$ cat src/hw/rtl/pnd_pkg.sv
package pnd_pkg;

    localparam int TILE_DEPTH_DEF      = 65536;
    localparam int OUT_WIDTH_DEF       = 64;
    localparam int OUT_HEIGHT_DEF      = 40;
    localparam int PALETTE_ENTRIES_DEF = 256;

    localparam int CFG_INDEX_W = 2;
    localparam int CFG_DATA_W  = 9;

    localparam logic [CFG_INDEX_W-1:0] REG_SOURCE_WIDTH  = 2'd0;
    localparam logic [CFG_INDEX_W-1:0] REG_SOURCE_HEIGHT = 2'd1;

    localparam logic [8:0] SOURCE_WIDTH_RST  = 9'd320;
    localparam logic [7:0] SOURCE_HEIGHT_RST = 8'd200;

    localparam logic [1:0] KIND_PALETTE = 2'd0;
    localparam logic [1:0] KIND_TILE    = 2'd1;
    localparam logic [1:0] KIND_ROW     = 2'd2;

    localparam logic [1:0] OP_PAL_WR  = 2'd0;
    localparam logic [1:0] OP_TILE_WR = 2'd1;
    localparam logic [1:0] OP_ROW     = 2'd2;

    localparam int QUEUE_DEPTH = 2;
    localparam int QUEUE_PTR_W = $clog2(QUEUE_DEPTH);

    // widest x*height+y reachable from the register widths
    localparam int SCAN_ADDR_W = 17;

    typedef struct packed {
        logic [1:0]  op;
        logic [7:0]  pal_index;
        logic [17:0] rgb;
        logic [15:0] tile_addr;
        logic [7:0]  tile_value;
        logic [5:0]  row;
    } pnd_cmd_t;

    // (v*255+31)/63 == 4v + (3v+31)/63
    function automatic logic [7:0] widen6(input logic [5:0] v);
        logic [7:0] t;
        logic [1:0] q;
        t = 8'(v) * 8'd3 + 8'd31;
        if (t >= 8'd189)
            q = 2'd3;
        else if (t >= 8'd126)
            q = 2'd2;
        else if (t >= 8'd63)
            q = 2'd1;
        else
            q = 2'd0;
        return {v, q};
    endfunction

endpackage

$ cat src/hw/rtl/pnd_queue.sv
module pnd_queue (
    input  logic              clk,
    input  logic              rst_n,
    input  logic              push,
    input  pnd_pkg::pnd_cmd_t push_cmd,
    output logic              full,
    input  logic              pop,
    output logic              empty,
    output pnd_pkg::pnd_cmd_t head
);
    import pnd_pkg::*;

    pnd_cmd_t                 slot_reg [QUEUE_DEPTH];
    logic [QUEUE_PTR_W-1:0]   wr_ptr_reg, wr_ptr_next;
    logic [QUEUE_PTR_W-1:0]   rd_ptr_reg, rd_ptr_next;
    logic [QUEUE_PTR_W:0]     count_reg, count_next;

    assign full  = count_reg == (QUEUE_PTR_W+1)'(QUEUE_DEPTH);
    assign empty = count_reg == '0;
    assign head  = slot_reg[rd_ptr_reg];

    always_comb
    begin
        wr_ptr_next = wr_ptr_reg;
        rd_ptr_next = rd_ptr_reg;
        count_next  = count_reg;
        if (push)
        begin
            wr_ptr_next = (wr_ptr_reg == QUEUE_PTR_W'(QUEUE_DEPTH-1)) ? '0 : wr_ptr_reg + 1'b1;
        end
        if (pop)
        begin
            rd_ptr_next = (rd_ptr_reg == QUEUE_PTR_W'(QUEUE_DEPTH-1)) ? '0 : rd_ptr_reg + 1'b1;
        end
        if (push && !pop)
            count_next = count_reg + 1'b1;
        else if (pop && !push)
            count_next = count_reg - 1'b1;
    end

    always_ff @(posedge clk or negedge rst_n)
    begin
        if (!rst_n)
        begin
            wr_ptr_reg <= '0;
            rd_ptr_reg <= '0;
            count_reg  <= '0;
        end
        else
        begin
            wr_ptr_reg <= wr_ptr_next;
            rd_ptr_reg <= rd_ptr_next;
            count_reg  <= count_next;
        end
    end

    always_ff @(posedge clk)
    begin
        if (push)
            slot_reg[wr_ptr_reg] <= push_cmd;
    end

endmodule

$ cat config.mk
export PLATFORM = sky130hd
export DESIGN_NAME = pnd_queue
export DESIGN_NICKNAME = d
export VERILOG_FILES = /design/src/hw/rtl/pnd_pkg.sv /design/src/hw/rtl/pnd_queue.sv
export SDC_FILE = /design/constraint.sdc
export NUM_CORES = 1
export LEC_CHECK = 0
export BUFFER_PORTS_ARGS = -buffer_cell sky130_fd_sc_hd__buf_2
export CELL_PAD_IN_SITES_DETAIL_PLACEMENT = 1
export CELL_PAD_IN_SITES_GLOBAL_PLACEMENT = 2
export CORE_MARGIN = 2
export CORE_UTILIZATION = 37
export CTS_BUF_LIST = sky130_fd_sc_hd__clkbuf_4
export DETAILED_ROUTE_END_ITERATION = 12
export PLACE_DENSITY = 0.78
export REMOVE_ABC_BUFFERS = 1
export SLEW_MARGIN = 10
export SYNTH_ARGS = -nofsm -noshare
export SYNTH_HDL_FRONTEND = slang
export SYNTH_SLANG_ARGS = --single-unit
export TNS_END_PERCENT = 100
$ cat constraint.sdc
create_clock -name clk -period 8.25 [get_ports clk]
set_clock_uncertainty 0.1 [all_clocks]
set_input_delay 1.2375 -clock clk [delete_from_list [all_inputs] [get_ports clk]]
set_output_delay 1.2375 -clock clk [all_outputs]
set_load 0.05 [all_outputs]
### Word level (Yosys, flattened, before mapping)

Memories as Yosys holds them, arrays and structs flattened.
Cells that the tools add are included.

* add/sub/neg operators: 4
* muxes and demuxes: 6
* equality and inequality tests: 1
* reduce and logical (&&, ||, !) cells: 6

Operator list (number)
* 1-bit two-way mux: 4
* 2-bit two-way mux: 2
* 1-bit adder (second input constant): 2
* 2-bit by 1-bit adder with 2-bit output (second input constant): 1
* 2-bit == test (second input constant): 1
* 1-bit logical AND: 2
* 1-bit logical NOT: 2
* 2-bit logical NOT: 1
* 2-bit nonzero test: 1
* 2-bit by 1-bit subtractor with 2-bit output (second input constant): 1

* input bits: 62
* memories kept: 1
* output and inout bits: 60
* bits in writable memories: 116
* register bits after elaboration: 4

Memory list
* slot_reg: depth 2, width 58, read ports 1, clocked after memory_dff 0, wr ports 1, line pnd_queue.sv:13 `pnd_cmd_t slot_reg [QUEUE_DEPTH];`

### Depth between registers and ports, before layout

* depth in word-level cells: 4
* depth in mapped cells: 5
* depth with buffers taken out: 5

### Worst setup path before layout

Ideal clock, no wire load.

* path kind: input -> register
* start: in push
* end: mem slot_reg[0][0] (netlist name), enable pin
* slack: 3.873 ns
* setup time: 0.481 ns
* stages: 1
* data arrival time: 3.796 ns
* path buffers: 0
* required time: 7.669 ns
* path through: nor2b_1

* word-level cells in the longest chain between the ends: 2

RTL lines
* start: declaration: line pnd_queue.sv:4 `input logic push,`
* 1-bit two-way mux: line pnd_queue.sv:59 `if (push)`
* 1-bit two-way mux (implied by the code): line pnd_queue.sv:60 `slot_reg[wr_ptr_reg] <= push_cmd;`
* end: declaration: line pnd_queue.sv:13

Every way passes these cells.

==> out/qor.yml <==
status: "finished with violations"
fillCellCount: 1130
avgSynthCellArea_sq_um: 22.4
root_buffer: "clkbuf_4"
clock_latency_ps: 480
cts_buffers: 17
area_growth_pct: 24.3
route.detailed.drc: 8
fmax_mhz: 283
violations: "DRC"
dpl.hpwl_mm: 5.23
ys_ff_latch: 120
track_usage: 0.136
grt_max_degree: 59
portBuffers: 121
critPathMaxFanout: 58
hold_class: "reg2reg"
grt_pass1_vias: 2513
met3WireLength_um: 576
drt-initial-drc-count: 62
cts_resized: 0
multi_input_area_sq_um: 782
cap_violations: 0
peakVddDrop_mv: 0.192
final.period_utilization: 0.428
first_pass_iters: 8
cp-startpoint: "rd_ptr_reg"
r2r-start: "wr_ptr_reg"
syn-cell-area_sq_mm: 0.00442
num-nets-final: 396
final_common_cell: "buf_2"
grt_pass1_wl_mm: 12.9
clock-sinks: 120
endpoint_kind: "output pin"
wire_per_inst_um: 17.0
start_util: 0.384
cts_hold_buf: 0
worstSetupStartpointType: "register"
reg2reg_depth: 2
yosys_warnings: 0
setup_viol: 0
design_area_sq_mm: 0.00549
max_slew.worst_pin.slew_ps: 824
routed.top_layer: "met5"
postRouteAntennaNets: 0
critPathSlowestCell: "buf_4"
overflow: 0
gp_congestion: 0.666
rsz0062_at_grt: "no"
n_antenna_cell: 0
post_cts_buffers: 0
die_h_um: 113
antenna_found_initial: 1
setup_tns_ps: 0
fp.dieArea_sq_mm: 0.0128
r2r_slack_ps: 6530
maxSlewViolCount: 0
cp.arrival_ps: 2200
p_total_uw: 2210
finalHoldViolations: 0
clockBufferDepth: 2
vias: 2264
crit_path_max_incr_delay_ps: 640
wl_mm: 8.30
cts_tree: "done"
drive_gt1_frac: 0.616
final_cells: 489
cp_cell_sequence: "buf_4 -> mux2_2 -> buf_2"
post_drt_via_cell_ratio: 4.63
seq_area_sq_mm: 0.00358
final_cell_mix: "121 x buf_2, 116 x edfxtp_1, 48 x mux2_2"
wl_met1_mm: 3.23
powerDensity_mw_per_mm2: 402
ioPinCount: 122
dp_cells: 457
r2r-end: "slot_reg[1][37]"
fp.dieW_um: 113
p_leak_uw: 0.00211
cts.htree.levels: 4
largest_register_ffs: 116
finalCriticalPeriod_ps: 3530
required_ps: 6910
synth_cell_types: 14
seq_area_frac_synth: 0.811
crit_end: "head[52]"
relSlewSlack: 0.451
dpl_cell_area_sq_mm: 0.00518
row_count: 39
dr_wl_met2_mm: 4.39
critical_path_class: "reg2out"
core_sq_mm: 0.0115
clkTransAtPathRegs_ps: 100
synthCells: 197
## metal layers
metal | vias up | global-route usage
met5 | - | 0
met4 | 2 | 0.0585
met3 | 9 | 0.0520
met2 | 78 | 0.240
met1 | 1127 | 0.146
li1 | 1048 | -
## power by group
| group | total, uW | internal, uW | switching (uW) |
|---|---|---|---|
| sequential | 846 | 810 | 35.4 |
| combinational | 909 | 251 | 658 |
| clock | 453 | 250 | 203 |
## cell usage after synthesis
cell      instances  area, sq um
ha_1              1         12.5
mux2_4           10          150
buf_2             4         20.0
inv_1             1         3.75
buf_8             1         15.0
nor2_1            2         7.51
nor2b_1           2         12.5
and2_1            1         6.26
xor2_1            4         35.0
buf_6             2         22.5
dfrtp_1           4          100
edfxtp_1        116         3480
mux2_2           48          541
xnor2_1           1         8.76
## stage by stage
step / hold slack, ps / util / setup slack, ps
detailed placement: 359 / 0.450 / 5210
finish: 371 / 0.477 / 4720
floorplan: 355 / - / 3870
CTS: 377 / 0.477 / 4630
global placement: 351 / 0.450 / 5230
global route: 368 / 0.477 / 4530
## final cells by class
class,instances,area share
inverter,1,0.000684
clock buffer,21,0.0287
multi-input combinational,69,0.142
tap,143,0.0326
sequential,120,0.653
clock inverter,11,0.0283
timing repair buffer,124,0.114
## worst min path at each step
stage / from / end / slack (ps) / cells after the start
global placement: rd_ptr_reg / rd_ptr_reg / 350 / 1
finish: rd_ptr_reg / rd_ptr_reg / 370 / 1
CTS: rd_ptr_reg / rd_ptr_reg / 380 / 1
floorplan: wr_ptr_reg / wr_ptr_reg / 360 / 1
global route: rst_n / count_reg[0] / 370 / 1
detailed placement: rd_ptr_reg / rd_ptr_reg / 360 / 1
## logic make-up after synthesis
logic type | after synthesis | synth area share
DFF | 120 | 0.811
muxes | 58 | 0.156
buffers and inverters | 8 | 0.0139
xor gates and xnor gates | 5 | 0.00991
and+or+nand+nor | 5 | 0.00595
adders and majority gates | 1 | 0.00283
## critical path, delay by kind of cell (launching register included)
family,cells,cell delay (ps)
buf+inv,2,860
mux,1,430
flops,1,380
Note: power is estimated with default switching activity, not from simulation.
